--- config.mk ---
export PLATFORM = sky130hd
export DESIGN_NAME = motor_command_ramp_top
export DESIGN_NICKNAME = d
export VERILOG_FILES = /design/src/rtl/mcr_pkg.sv /design/src/rtl/mcr_datapath.sv /design/src/rtl/mcr_ctrl.sv /design/src/rtl/motor_command_ramp_top.sv
export VERILOG_INCLUDE_DIRS = /design/src /design/src/rtl
export SDC_FILE = /design/constraint.sdc
export NUM_CORES = 1
export LEC_CHECK = 0
export BUFFER_PORTS_ARGS = -buffer_cell sky130_fd_sc_hd__buf_4
export CAP_MARGIN = 20
export CORE_ASPECT_RATIO = 1.4
export CORE_UTILIZATION = 50
export CTS_CLUSTER_DIAMETER = 60
export DETAILED_ROUTE_END_ITERATION = 7
export GPL_TIMING_DRIVEN = 0
export PLACE_DENSITY = 0.69
export SYNTH_ARGS = -nofsm -noshare
export SYNTH_HDL_FRONTEND = slang
export SYNTH_HIERARCHICAL = 1
export SYNTH_SLANG_ARGS = --single-unit
--- constraint.sdc ---
create_clock -name i_clk -period 11.9 [get_ports i_clk]
set_input_delay 2.38 -clock i_clk [delete_from_list [all_inputs] [get_ports i_clk]]
set_output_delay 2.38 -clock i_clk [all_outputs]
set_load 0.02 [all_outputs]
--- src/rtl/motor_command_ramp_top_macros.svh ---
// ============================================================================
// motor_command_ramp assertion macros
// Shared concurrent assertion forms, clocked on i_clk, off during reset.
// ============================================================================
`ifndef MOTOR_COMMAND_RAMP_TOP_MACROS_SVH
`define MOTOR_COMMAND_RAMP_TOP_MACROS_SVH

// same-cycle implication
`define MCR_ASSERT_NOW(lbl, ante, cons, msg) \
    lbl: assert property (@(posedge i_clk) disable iff (!i_rst_n) (ante) |-> (cons)) \
        else $error(msg);

// next-cycle implication
`define MCR_ASSERT_NEXT(lbl, ante, cons, msg) \
    lbl: assert property (@(posedge i_clk) disable iff (!i_rst_n) (ante) |=> (cons)) \
        else $error(msg);

`endif

--- src/rtl/mcr_pkg.sv ---
// ============================================================================
// mcr_pkg
// Widths, constants and controller/datapath interface types for the ramp.
// ============================================================================
`timescale 1ns / 1ps

package mcr_pkg;

    localparam int TIME_BITS = 32;   // time stamp arithmetic width
    localparam int IN_TIME_W = 32;   // time_ms field width
    localparam int CMD_W     = 9;
    localparam int MAG_W     = 8;
    localparam int DIFF_W    = 10;
    localparam int STEP_W    = 10;
    localparam int DT_W      = 9;
    localparam int DUR_W     = 16;
    localparam int INC_W     = 20;
    localparam int QUO_W     = 9;    // |diff| <= 510
    localparam int DIV_STEPS = QUO_W;
    localparam int CNT_W     = $clog2(DIV_STEPS);

    localparam logic [DT_W-1:0] ELAPSED_MAX = 9'd511;
    localparam logic signed [CMD_W-1:0] CMD_MIN  = -9'sd255;
    localparam logic signed [CMD_W-1:0] CMD_NEG_FULL = -9'sd256;
    localparam logic signed [STEP_W-1:0] STEP_NEG_ONE = -10'sd1;
    localparam logic signed [STEP_W-1:0] STEP_POS_ONE = 10'sd1;
    localparam logic [DUR_W-1:0] DUR_RESET = 16'd100;

    // register indexes
    localparam logic REG_RAMP_DUR = 1'b0;
    localparam logic REG_STOP_DUR = 1'b1;

    // controller to datapath
    typedef struct packed {
        logic load;      // capture the input beat
        logic eval;      // elapsed time, last time, divider setup
        logic div_step;  // one restoring division step
        logic wr_step;   // signed step from quotient
        logic mul;       // step * elapsed
        logic apply;     // advance or snap the command
        logic emit;      // load the result register
    } t_ctrl_cmd;

    // datapath to controller
    typedef struct packed {
        logic same_cmd;
        logic new_tgt;
        logic dt_zero;
        logic div_last;
    } t_dp_status;

    typedef enum logic [6:0] {
        S_IDLE  = 7'b0000001,
        S_EVAL  = 7'b0000010,
        S_DIV   = 7'b0000100,
        S_STEP  = 7'b0001000,
        S_CHECK = 7'b0010000,
        S_APPLY = 7'b0100000,
        S_EMIT  = 7'b1000000
    } t_state;

endpackage

--- src/rtl/mcr_datapath.sv ---
// ============================================================================
// mcr_datapath
// Ramp state, serial divider, step multiplier and output result register.
// ============================================================================
`timescale 1ns / 1ps
`include "motor_command_ramp_top_macros.svh"

module mcr_datapath (
    input  logic                                  i_clk,
    input  logic                                  i_rst_n,
    input  mcr_pkg::t_ctrl_cmd                    i_cmd,
    output mcr_pkg::t_dp_status                   o_status,
    input  logic                                  i_mode,
    input  logic signed [mcr_pkg::CMD_W-1:0]      i_target,
    input  logic [mcr_pkg::IN_TIME_W-1:0]         i_time_ms,
    input  logic [mcr_pkg::DUR_W-1:0]             i_ramp_dur,
    input  logic [mcr_pkg::DUR_W-1:0]             i_stop_dur,
    output logic [mcr_pkg::MAG_W-1:0]             o_forward_duty,
    output logic [mcr_pkg::MAG_W-1:0]             o_reverse_duty,
    output logic signed [mcr_pkg::CMD_W-1:0]      o_command,
    output logic                                  o_updated
);

    // persistent ramp state
    logic signed [mcr_pkg::CMD_W-1:0]  r_cmd, r_last_tgt;
    logic signed [mcr_pkg::STEP_W-1:0] r_step;
    logic [mcr_pkg::TIME_BITS-1:0]     r_last_time;

    // per-beat working registers
    logic signed [mcr_pkg::CMD_W-1:0]  r_tgt;
    logic [mcr_pkg::DUR_W-1:0]         r_dur;
    logic [mcr_pkg::TIME_BITS-1:0]     r_now;
    logic [mcr_pkg::DT_W-1:0]          r_dt;
    logic                              r_neg;
    logic [mcr_pkg::QUO_W-1:0]         r_dvd;
    logic [mcr_pkg::DUR_W-1:0]         r_rem;
    logic [mcr_pkg::CNT_W-1:0]         r_cnt;
    logic signed [mcr_pkg::INC_W-1:0]  r_inc;
    logic                              r_upd;

    // result register
    logic [mcr_pkg::MAG_W-1:0]         r_fwd, r_rev;
    logic signed [mcr_pkg::CMD_W-1:0]  r_out_cmd;
    logic                              r_out_upd;

    logic signed [mcr_pkg::CMD_W-1:0]  tgt_sat;
    logic [mcr_pkg::DUR_W-1:0]         dur_sel;
    logic [mcr_pkg::TIME_BITS+mcr_pkg::IN_TIME_W-1:0] time_ext;
    logic [mcr_pkg::TIME_BITS-1:0]     time_diff;
    logic [mcr_pkg::DT_W-1:0]          dt_sat;
    logic signed [mcr_pkg::DIFF_W-1:0] diff;
    logic [mcr_pkg::DIFF_W-1:0]        diff_abs;
    logic [mcr_pkg::DUR_W:0]           shifted, trial;
    logic                              ge;
    logic signed [mcr_pkg::STEP_W-1:0] quo_signed, step_val;
    logic signed [mcr_pkg::INC_W-1:0]  prod, inc_abs, sum;
    logic signed [mcr_pkg::CMD_W-1:0]  next_cmd;

    // input conditioning
    always_comb begin
        if (!i_mode) begin
            tgt_sat = '0;
            dur_sel = i_stop_dur;
        end else begin
            tgt_sat = (i_target == mcr_pkg::CMD_NEG_FULL) ? mcr_pkg::CMD_MIN : i_target;
            dur_sel = i_ramp_dur;
        end
        if (dur_sel == '0) begin
            dur_sel = mcr_pkg::DUR_W'(1);
        end
        time_ext = {mcr_pkg::TIME_BITS'(0), i_time_ms};
    end

    // elapsed time and difference
    always_comb begin
        time_diff = r_now - r_last_time;
        dt_sat    = (|time_diff[mcr_pkg::TIME_BITS-1:mcr_pkg::DT_W]) ? mcr_pkg::ELAPSED_MAX
                                                                    : time_diff[mcr_pkg::DT_W-1:0];
        diff      = mcr_pkg::DIFF_W'(r_tgt) - mcr_pkg::DIFF_W'(r_cmd);
        diff_abs  = diff[mcr_pkg::DIFF_W-1] ? mcr_pkg::DIFF_W'(-diff) : mcr_pkg::DIFF_W'(diff);
    end

    // restoring divider step
    always_comb begin
        shifted = {r_rem, r_dvd[mcr_pkg::QUO_W-1]};
        trial   = shifted - {1'b0, r_dur};
        ge      = shifted >= {1'b0, r_dur};
    end

    // signed step, minimum magnitude one
    always_comb begin
        quo_signed = r_neg ? -$signed({1'b0, r_dvd}) : $signed({1'b0, r_dvd});
        if (r_dvd == '0) begin
            step_val = r_neg ? mcr_pkg::STEP_NEG_ONE : mcr_pkg::STEP_POS_ONE;
        end else begin
            step_val = quo_signed;
        end
    end

    // advance or snap
    always_comb begin
        prod    = r_step * $signed({1'b0, r_dt});
        inc_abs = r_inc[mcr_pkg::INC_W-1] ? -r_inc : r_inc;
        sum     = mcr_pkg::INC_W'(r_cmd) + r_inc;
        if (inc_abs < $signed(mcr_pkg::INC_W'(diff_abs))) begin
            next_cmd = sum[mcr_pkg::CMD_W-1:0];
        end else begin
            next_cmd = r_tgt;
        end
    end

    // ramp state
    always_ff @(posedge i_clk) begin
        if (!i_rst_n) begin
            r_cmd       <= '0;
            r_last_tgt  <= '0;
            r_step      <= '0;
            r_last_time <= '0;
        end else begin
            if (i_cmd.eval) begin
                r_last_time <= r_now;
                if (o_status.new_tgt) begin
                    r_last_tgt <= r_tgt;
                end
            end
            if (i_cmd.wr_step) begin
                r_step <= step_val;
            end
            if (i_cmd.apply) begin
                r_cmd <= next_cmd;
            end
        end
    end

    // working registers, no reset needed
    always_ff @(posedge i_clk) begin
        if (i_cmd.load) begin
            r_tgt <= tgt_sat;
            r_dur <= dur_sel;
            r_now <= time_ext[mcr_pkg::TIME_BITS-1:0];
            r_upd <= 1'b0;
        end
        if (i_cmd.eval) begin
            r_dt  <= o_status.new_tgt ? mcr_pkg::DT_W'(1) : dt_sat;
            r_neg <= diff[mcr_pkg::DIFF_W-1];
            r_dvd <= diff_abs[mcr_pkg::QUO_W-1:0];
            r_rem <= '0;
            r_cnt <= '0;
        end
        if (i_cmd.div_step) begin
            r_rem <= ge ? trial[mcr_pkg::DUR_W-1:0] : shifted[mcr_pkg::DUR_W-1:0];
            r_dvd <= {r_dvd[mcr_pkg::QUO_W-2:0], ge};
            r_cnt <= r_cnt + mcr_pkg::CNT_W'(1);
        end
        if (i_cmd.mul) begin
            r_inc <= prod;
        end
        if (i_cmd.apply) begin
            r_upd <= 1'b1;
        end
        if (i_cmd.emit) begin
            r_fwd     <= r_cmd[mcr_pkg::CMD_W-1] ? '0 : r_cmd[mcr_pkg::MAG_W-1:0];
            r_rev     <= r_cmd[mcr_pkg::CMD_W-1] ? mcr_pkg::MAG_W'(-r_cmd) : '0;
            r_out_cmd <= r_cmd;
            r_out_upd <= r_upd;
        end
    end

    assign o_status.same_cmd = (r_tgt == r_cmd);
    assign o_status.new_tgt  = (r_tgt != r_last_tgt);
    assign o_status.dt_zero  = (r_dt == '0);
    assign o_status.div_last = (r_cnt == mcr_pkg::CNT_W'(mcr_pkg::DIV_STEPS - 1));

    assign o_forward_duty = r_fwd;
    assign o_reverse_duty = r_rev;
    assign o_command      = r_out_cmd;
    assign o_updated      = r_out_upd;

    `MCR_ASSERT_NOW(a_cmd_range, 1'b1, r_cmd != mcr_pkg::CMD_NEG_FULL, "command left range")
    `MCR_ASSERT_NEXT(a_step_nonzero, i_cmd.wr_step, r_step != '0, "zero step written")
    `MCR_ASSERT_NEXT(a_apply_marks, i_cmd.apply, r_upd, "apply did not mark update")

endmodule

--- src/rtl/mcr_ctrl.sv ---
// ============================================================================
// mcr_ctrl
// Sequencer for one beat: evaluate, divide, multiply, apply, emit.
// ============================================================================
`timescale 1ns / 1ps
`include "motor_command_ramp_top_macros.svh"

module mcr_ctrl (
    input  logic                 i_clk,
    input  logic                 i_rst_n,
    input  logic                 i_s_valid,
    output logic                 o_s_ready,
    output logic                 o_m_valid,
    input  logic                 i_m_ready,
    input  mcr_pkg::t_dp_status  i_status,
    output mcr_pkg::t_ctrl_cmd   o_cmd
);

    mcr_pkg::t_state r_state, n_state;
    logic            r_out_valid, n_out_valid;
    logic            out_free;

    assign out_free  = !r_out_valid || i_m_ready;
    assign o_s_ready = (r_state == mcr_pkg::S_IDLE);
    assign o_m_valid = r_out_valid;

    // next state and commands
    always_comb begin
        n_state = r_state;
        o_cmd   = '0;
        case (r_state)
            mcr_pkg::S_IDLE: begin
                if (i_s_valid) begin
                    o_cmd.load = 1'b1;
                    n_state    = mcr_pkg::S_EVAL;
                end
            end
            mcr_pkg::S_EVAL: begin
                if (i_status.same_cmd) begin
                    n_state = mcr_pkg::S_EMIT;
                end else begin
                    o_cmd.eval = 1'b1;
                    n_state    = i_status.new_tgt ? mcr_pkg::S_DIV : mcr_pkg::S_CHECK;
                end
            end
            mcr_pkg::S_DIV: begin
                o_cmd.div_step = 1'b1;
                if (i_status.div_last) begin
                    n_state = mcr_pkg::S_STEP;
                end
            end
            mcr_pkg::S_STEP: begin
                o_cmd.wr_step = 1'b1;
                n_state       = mcr_pkg::S_CHECK;
            end
            mcr_pkg::S_CHECK: begin
                if (i_status.dt_zero) begin
                    n_state = mcr_pkg::S_EMIT;
                end else begin
                    o_cmd.mul = 1'b1;
                    n_state   = mcr_pkg::S_APPLY;
                end
            end
            mcr_pkg::S_APPLY: begin
                o_cmd.apply = 1'b1;
                n_state     = mcr_pkg::S_EMIT;
            end
            mcr_pkg::S_EMIT: begin
                if (out_free) begin
                    o_cmd.emit = 1'b1;
                    n_state    = mcr_pkg::S_IDLE;
                end
            end
            default: begin
                n_state = mcr_pkg::S_IDLE;
            end
        endcase
    end

    // result beat valid
    always_comb begin
        if (o_cmd.emit) begin
            n_out_valid = 1'b1;
        end else if (i_m_ready) begin
            n_out_valid = 1'b0;
        end else begin
            n_out_valid = r_out_valid;
        end
    end

    always_ff @(posedge i_clk) begin
        if (!i_rst_n) begin
            r_state     <= mcr_pkg::S_IDLE;
            r_out_valid <= 1'b0;
        end else begin
            r_state     <= n_state;
            r_out_valid <= n_out_valid;
        end
    end

    `MCR_ASSERT_NEXT(a_accept_eval, i_s_valid && o_s_ready, r_state == mcr_pkg::S_EVAL,
                     "accepted beat not evaluated")
    `MCR_ASSERT_NEXT(a_div_done, (r_state == mcr_pkg::S_DIV) && i_status.div_last,
                     r_state == mcr_pkg::S_STEP, "divider overran")
    `MCR_ASSERT_NEXT(a_emit_wait, (r_state == mcr_pkg::S_EMIT) && r_out_valid && !i_m_ready,
                     (r_state == mcr_pkg::S_EMIT) && r_out_valid, "result overwritten")

endmodule

--- src/rtl/motor_command_ramp_top.sv ---
// ============================================================================
// motor_command_ramp_top
// Slew-limited signed motor command with forward/reverse PWM duty split.
// ============================================================================
//  channel  | dir | content
//  s_axis   | in  | tdata: target[8:0], time_ms[40:9]; tuser: mode
//  m_axis   | out | tdata: fwd[7:0], rev[15:8], command[24:16], updated[25]
//  apb      | in  | 0x0 ramp_duration, 0x4 stop_duration (16 bit)
//
//  One beat at a time; a new target takes longest from accept to result, as only
//  it runs the nine-step serial divider.
//  s_axis_tready is high only while the sequencer is idle.
//  A waiting result beat stalls the sequencer at its final step only.
//  Reset is synchronous, active low; durations reset to 100.
`timescale 1ns / 1ps

module motor_command_ramp_top (
    input  logic        i_clk,
    input  logic        i_rst_n,
    input  logic        s_axis_tvalid,
    output logic        s_axis_tready,
    input  logic [47:0] s_axis_tdata,   // target[8:0], time_ms[40:9], zero pad
    input  logic        s_axis_tuser,   // mode[0]
    output logic        m_axis_tvalid,
    input  logic        m_axis_tready,
    output logic [31:0] m_axis_tdata,   // forward_duty[7:0], reverse_duty[15:8],
                                        // command[24:16], updated[25], zero pad
    input  logic        psel,
    input  logic        penable,
    input  logic        pwrite,
    input  logic [2:0]  paddr,
    input  logic [31:0] pwdata,
    output logic [31:0] prdata,
    output logic        pready
);

    logic [mcr_pkg::DUR_W-1:0] r_ramp_dur, r_stop_dur;
    logic                      wr_en;

    mcr_pkg::t_ctrl_cmd  cmd;
    mcr_pkg::t_dp_status status;

    logic [mcr_pkg::MAG_W-1:0]        fwd, rev;
    logic signed [mcr_pkg::CMD_W-1:0] cmd_out;
    logic                             upd;

    // configuration registers
    assign pready = 1'b1;
    assign wr_en  = psel && penable && pwrite;

    always_ff @(posedge i_clk) begin
        if (!i_rst_n) begin
            r_ramp_dur <= mcr_pkg::DUR_RESET;
            r_stop_dur <= mcr_pkg::DUR_RESET;
        end else if (wr_en) begin
            if (paddr[2] == mcr_pkg::REG_RAMP_DUR) begin
                r_ramp_dur <= pwdata[mcr_pkg::DUR_W-1:0];
            end else begin
                r_stop_dur <= pwdata[mcr_pkg::DUR_W-1:0];
            end
        end
    end

    assign prdata = (paddr[2] == mcr_pkg::REG_STOP_DUR) ? {16'd0, r_stop_dur}
                                                        : {16'd0, r_ramp_dur};

    mcr_ctrl u_ctrl (
        .i_clk     (i_clk),
        .i_rst_n   (i_rst_n),
        .i_s_valid (s_axis_tvalid),
        .o_s_ready (s_axis_tready),
        .o_m_valid (m_axis_tvalid),
        .i_m_ready (m_axis_tready),
        .i_status  (status),
        .o_cmd     (cmd)
    );

    mcr_datapath u_dp (
        .i_clk          (i_clk),
        .i_rst_n        (i_rst_n),
        .i_cmd          (cmd),
        .o_status       (status),
        .i_mode         (s_axis_tuser),
        .i_target       ($signed(s_axis_tdata[8:0])),
        .i_time_ms      (s_axis_tdata[40:9]),
        .i_ramp_dur     (r_ramp_dur),
        .i_stop_dur     (r_stop_dur),
        .o_forward_duty (fwd),
        .o_reverse_duty (rev),
        .o_command      (cmd_out),
        .o_updated      (upd)
    );

    assign m_axis_tdata = {6'd0, upd, cmd_out, rev, fwd};

endmodule

==> reports/summary.txt, run 1 <==
Syn Area/Cell: 9.90 µm²
Worst Slack Setup Final: 6140 ps
global placement routability congestion: 0.882
pins over their slew limit: 0
max cap viols: 0
worst-path fanout max: 10
clk buf depth: 3
met1 usage: 23.9%
leakage: 8.76 nW
FFs w/ async S/R, synth: 0%
port buffer count: 107
synth warn: 6
TritonCTS Sinks: 243
Placed Instance Area: 19500 µm²
chip height: 226 µm
FP Rows: 81
Layout Nets: 2275
Synth Area in Simple Gates: 16.0%
status: finished clean
Ant. Diodes: 0
largest net degree at the start of global routing: 30
critical path type: input port to output port
chip width: 162 µm
gr ovfl total: 0
Min-Delay Path Class: flop to flop
Mapped Cells: 1814
DRC Markers: 0
H-tree depth: 1
fin crit share: 48.4%
Post-Synth Adder-Cell Area: 18.1%
Post-Synth XOR/XNOR Area: 5.22%
post-route cell area: 20300 µm²
# setup viols final: 0
Setup TNS: 0 ps
Pre-Repair DR Iteration Count: 5
insertion delay to the later sink of the worst-skew pair: 570 ps
global-route wire length before repair: 64400 µm
CTS tree: yes
met2 usage: 41.3%
root buffer selected by CTS: clkbuf_16
Antenna Nets Post-Route: 0
Tot Pwr: 0.00203 W
Vias/cell: 5.36
met3 Track Usage GR: 2.41%
Fillers: 3093
initial antenna violation count: 0
kind of start point of the critical path: input port
TritonCTS buffer count: 26
f_max: 174 MHz
detailed-route wire length: 38700 µm
die area: 36700 µm²
Core ar.: 35200 µm²
slew margin rel.: 33.9%
hold path depth: 0
post-CTS setup buffers: 0
RSZ-0062 raised after global routing: no
pre-CTS setup slack: 6150 ps
critical path endpoint category: output port
Worst Path Arrival: 3380 ps
I/O pins: 158
post-synthesis sequential area ratio: 35.0%
Tmin final: 5760 ps
Req. time, crit path: 9520 ps
Primary FF master, synth: edfxtp_1
Clock Skews: 25.2 ps
#FFs+latches synth: 243
PwrDens: 99.7 nW/µm²
Iteration-0 DRC Markers: 508
Post-synth EDFFs: 142
CTS resizes: 0
area fraction in compound gates after synthesis: 10.8%
routed via count: 13100
Initial Util: 51.0%
clock transition at the registers of the reported paths: 60 ps
Netlist Area Pre-Place: 18000 µm²
slew of the pin with the lowest slew margin: 988 ps
VDD IR max: 0.000120 V
total track usage: 21.5%
Final Core Density: 57.8%
main combinational cell family by area after synthesis: adder cells
most used routing layer: met2
FF-to-FF path depth: 18
vias in the first global route: 13600
Detailed Place HPWL: 30600 µm
Post-CTS Hold Buffers: 0
Routed wire per std cell: 15.8 µm
Hold Fails Final Rpt: 0
share of layout cells above drive strength 1: 12.2%
fraction of synthesized area in multiplexers: 7.86%
Synth cell types: 85
P&R area growth vs syn: 13.3%
power by group:
part           switching [W]  internal [W]  total [W]
clock network       0.000343      0.000466   0.000809
logic               0.000168      0.000123   0.000292
registers          0.0000148      0.000912   0.000927
critical path: stages:
cell	delay [ps]
buf_6	140
buf_2	300
mux2_2	390
buf_4	160
layout make-up:
class	count	area, µm²	area share, %
Buffer	90	472	2.32
Clock buffer	36	708	3.48
Clock inverter	12	153	0.750
Inverter	208	781	3.84
Multi-Input combinational cell	1294	10500	51.6
Sequential cell	243	6290	30.9
Tap cell	456	571	2.81
Timing Repair Buffer	112	867	4.26
final timing paths:
check	endpoint	slack [ps]	from
max	prdata[8]	6140	paddr[2]
min	u_dp/o_updated$_DFFE_PP_	450	u_dp/r_upd$_SDFFE_PP1P_
max reg2reg	u_dp/r_inc[19]$_DFFE_PP_	6250	u_dp/r_dt[1]$_SDFFCE_PP0P_
min reg2reg	u_dp/o_updated$_DFFE_PP_	450	u_dp/r_upd$_SDFFE_PP1P_
cell families (layout without fill, tap and decap cells):
| kind of cell | Yosys count | after routing |
|---|---|---|
| and+or+nand+nor | 526 | 526 |
| buffers and inverters | 298 | 458 |
| AOI/OAI and AO/OA | 292 | 292 |
| DFF | 243 | 243 |
| adders and majority gates | 209 | 209 |
| muxes | 137 | 137 |
| xor gates and xnor gates | 107 | 107 |
| other | 2 | 23 |
sequential cells by signal, indices dropped and copies added (netlist names), 4 cells and up:
register and cells:
u_dp/r_last_time 32, u_dp/r_now 32, u_dp/r_inc 20, r_ramp_dur 16, r_stop_dur 16, u_dp/r_dur 16, u_dp/r_rem 16, u_dp/r_step 10
u_dp/o_command 9, u_dp/r_cmd 9, u_dp/r_dt 9, u_dp/r_dvd 9, u_dp/r_last_tgt 9, u_dp/r_tgt 9, u_dp/o_forward_duty 8, u_dp/o_reverse_duty 8
u_ctrl/r_state 7, u_dp/r_cnt 4
per-stage QoR:
step	instances	hold WS, ps
finish	2451	445
detailed placement	2403	427
CTS	2451	443
global placement	2398	417
global route	2451	467
floorplan	1835	409
routing by layer:
layer	wire length (µm)	vias to the layer above
met2	20800	247
li1	-	6522
met1	15600	6303
met4	1130	0
met3	1230	75
met5	0	-
cells in the final DEF (no fill, tap or decap), drive strengths merged, types with 14 or more instances in the layout:
cell,Yosys,layout
inv,207,209
buf,40,152
edfxtp,142,142
nand2,138,138
ha,125,125
mux2i,106,106
dfxtp,101,101
clkbuf,50,86
a21oi,85,85
nor2b,84,84
fa,84,84
and2,71,71
xnor2,67,67
nor2,66,66
o21ai,59,59
xor2,40,40
a21o,33,33
mux2,31,31
nor3,27,27
conb,2,23
nand2b,22,22
nand3,22,22
nor4,22,22
nand4,18,18
o21bai,14,14
Yosys cell counts (9+ instances only):
cell type	instances	area share, %
a21o_1	33	1.4
a21oi_1	85	2.4
and2_1	71	2.5
buf_4	26	1.1
clkbuf_1	50	1.0
dfxtp_1	101	11
edfxtp_1	142	24
fa_1	84	9.4
ha_1	125	8.7
inv_1	207	4.3
mux2_2	31	1.9
mux2i_1	106	5.9
nand2_1	138	2.9
nand2b_1	22	0.77
nand3_1	22	0.61
nand4_1	17	0.59
nor2_1	66	1.4
nor2b_1	84	2.9
nor3_1	26	0.72
nor4_1	19	0.66
o21a_1	11	0.46
o21ai_0	57	1.6
o21bai_1	14	0.59
o31ai_1	9	0.38
xnor2_1	67	3.3
xor2_1	40	2.0
Note: power is estimated with default switching activity, not from simulation.
==> run 2: changes to the inputs <==
==> constraint.sdc (replaced) <==
create_clock -name i_clk -period 5.88 [get_ports i_clk]
set_input_delay 1.176 -clock i_clk [delete_from_list [all_inputs] [get_ports i_clk]]
set_output_delay 1.176 -clock i_clk [all_outputs]
set_load 0.02 [all_outputs]
==> reports/summary.txt, run 2 (synthesized netlist as in run 1, its figures left out) <==
critical path type: flop to flop
sequential share of power: 45.7%
global placement routability congestion: 0.882
VDD IR max: 0.000243 V
Worst Slack Setup Final: 255 ps
Routed wire per std cell: 15.8 µm
Clock Skews: 23.5 ps
Detailed Place HPWL: 30600 µm
# setup viols final: 0
global-route wire length before repair: 64400 µm
Vias/cell: 5.37
Core ar.: 35200 µm²
slew margin rel.: 34.8%
port buffer count: 107
TritonCTS Sinks: 243
CTS tree: yes
die area: 36700 µm²
initial antenna violation count: 0
Antenna Nets Post-Route: 0
chip width: 162 µm
slowest CP cell: fa_1
slowest stage delay, CP: 570 ps
largest net degree at the start of global routing: 30
gr ovfl total: 0
DRC Markers: 0
routed via count: 13200
Psw: 0.00107 W
clock transition at the registers of the reported paths: 60 ps
Inst Count DP: 2403
Post-CTS Hold Buffers: 0
pre-CTS setup slack: 230 ps
P&R area growth vs syn: 13.3%
crit path cell chain: clkbuf_1, nand2_1, fa_1, inv_1, fa_1, fa_1, fa_1, inv_1, fa_1, inv_1, ha_1, and2_1, a31o_2, a41oi_1, a21oi_1, a211o_1, a21oi_1, xnor2_1
f_max: 178 MHz
detailed-route wire length: 38800 µm
crit path buf inv count: 4
Ant. Diodes: 0
vias in the first global route: 13600
share of layout cells above drive strength 1: 12.2%
leakage: 8.76 nW
most frequent cells in the layout: 207 x inv_1, 142 x edfxtp_1, 138 x nand2_1, 133 x buf_4, 125 x ha_1
commonest non-fill, non-tap cell in the layout: inv_1
Switching Share: 26.0%
Worst Path Arrival: 5910 ps
worst-path fanout max: 10
insertion delay to the later sink of the worst-skew pair: 570 ps
clock network power share: 39.9%
RSZ-0062 raised after global routing: no
kind of start point of the critical path: flop
H-tree depth: 1
Req. time, crit path: 6170 ps
total track usage: 21.5%
Top delay family on crit path: adder cells
Pre-Repair DR Iteration Count: 5
chip height: 226 µm
Fillers: 3092
clk buf depth: 3
Tot Pwr: 0.00410 W
Min-Delay Path Class: flop to flop
CP most frequent cell: fa_1
fin crit share: 95.7%
root buffer selected by CTS: clkbuf_16
status: finished clean
I/O pins: 158
TritonCTS buffer count: 26
Initial Util: 51.0%
Comb pwr share: 14.4%
PwrDens: 202 nW/µm²
Hold Fails Final Rpt: 0
slew of the pin with the lowest slew margin: 975 ps
pins over their slew limit: 0
Layout Nets: 2274
critical path endpoint category: flop
max cap viols: 0
Largest regs: u_dp/r_last_time: 32 flops, u_dp/r_now: 32 flops, u_dp/r_inc: 20 flops
Tmin final: 5630 ps
fin cells: 2450
Pint: 0.00304 W
FP Rows: 81
Iteration-0 DRC Markers: 514
==> run 2: final cells by class <==
| cell class | instances | area, µm² | share of cell area, % |
|---|---|---|---|
| clock buffer | 36 | 708 | 3.48 |
| clock inverter | 12 | 153 | 0.751 |
| inverter | 208 | 781 | 3.84 |
| timing repair buffer | 112 | 867 | 4.26 |
| buffer | 89 | 468 | 2.30 |
| multi-input combinational | 1294 | 10500 | 51.6 |
| tap | 456 | 571 | 2.81 |
| sequential | 243 | 6290 | 30.9 |
==> run 2: power groups by stage <==
stage	clock [W]	sequential, W	combinational, W
after CTS	0.00168	0.00188	0.000587
after floorplan	0	0.00190	0.000421
after global placement	0	0.00192	0.000567
after global routing	0.00175	0.00188	0.000650
final	0.00164	0.00188	0.000590
after detailed placement	0	0.00191	0.000582
==> run 2: repair_timing <==
action,4_1_cts,5_1_grt
setup endpoints to repair,0,1
gates resized for setup,0,0
setup buffers,0,0
==> run 2: worst register-to-register path: stages, from the launching register on <==
cell and delay (ps):
dfxtp_1 300, clkbuf_1 400, nand2_1 190, fa_1 570
inv_1 50, fa_1 540, fa_1 450, fa_1 540
inv_1 50, fa_1 490, inv_1 40, ha_1 350
and2_1 200, a31o_2 210, a41oi_1 220, a21oi_1 190
a211o_1 290, a21oi_1 170, xnor2_1 120
==> run 2: per-layer routing <==
| metal | wire length, µm | track usage (%) |
|---|---|---|
| met3 | 1180 | 2.41 |
| met5 | 0 | 0 |
| met4 | 1110 | 8.00 |
| met2 | 20800 | 41.3 |
| met1 | 15700 | 23.9 |
==> run 2: path summary, 6_finish.rpt <==
check / from / endpoint / slack, ps / cells past startpoint
min: u_dp/r_upd$_SDFFE_PP1P_ / u_dp/o_updated$_DFFE_PP_ / 450 / 0
max reg2reg: u_dp/r_step[9]$_SDFFE_PN0P_ / u_dp/r_inc[19]$_DFFE_PP_ / 250 / 18
max: u_dp/r_step[9]$_SDFFE_PN0P_ / u_dp/r_inc[19]$_DFFE_PP_ / 250 / 18
min reg2reg: u_dp/r_upd$_SDFFE_PP1P_ / u_dp/o_updated$_DFFE_PP_ / 450 / 0
==> run 2: through the flow <==
step	instance area, µm²	utilization (%)	setup TNS, ps	hold slack (ps)
floorplan	18000	-	0	409
global placement	19400	55.2	-30860	417
detailed placement	19500	55.4	0	427
CTS	20300	57.8	0	443
global route	20300	57.8	0	467
finish	20300	57.8	0	445
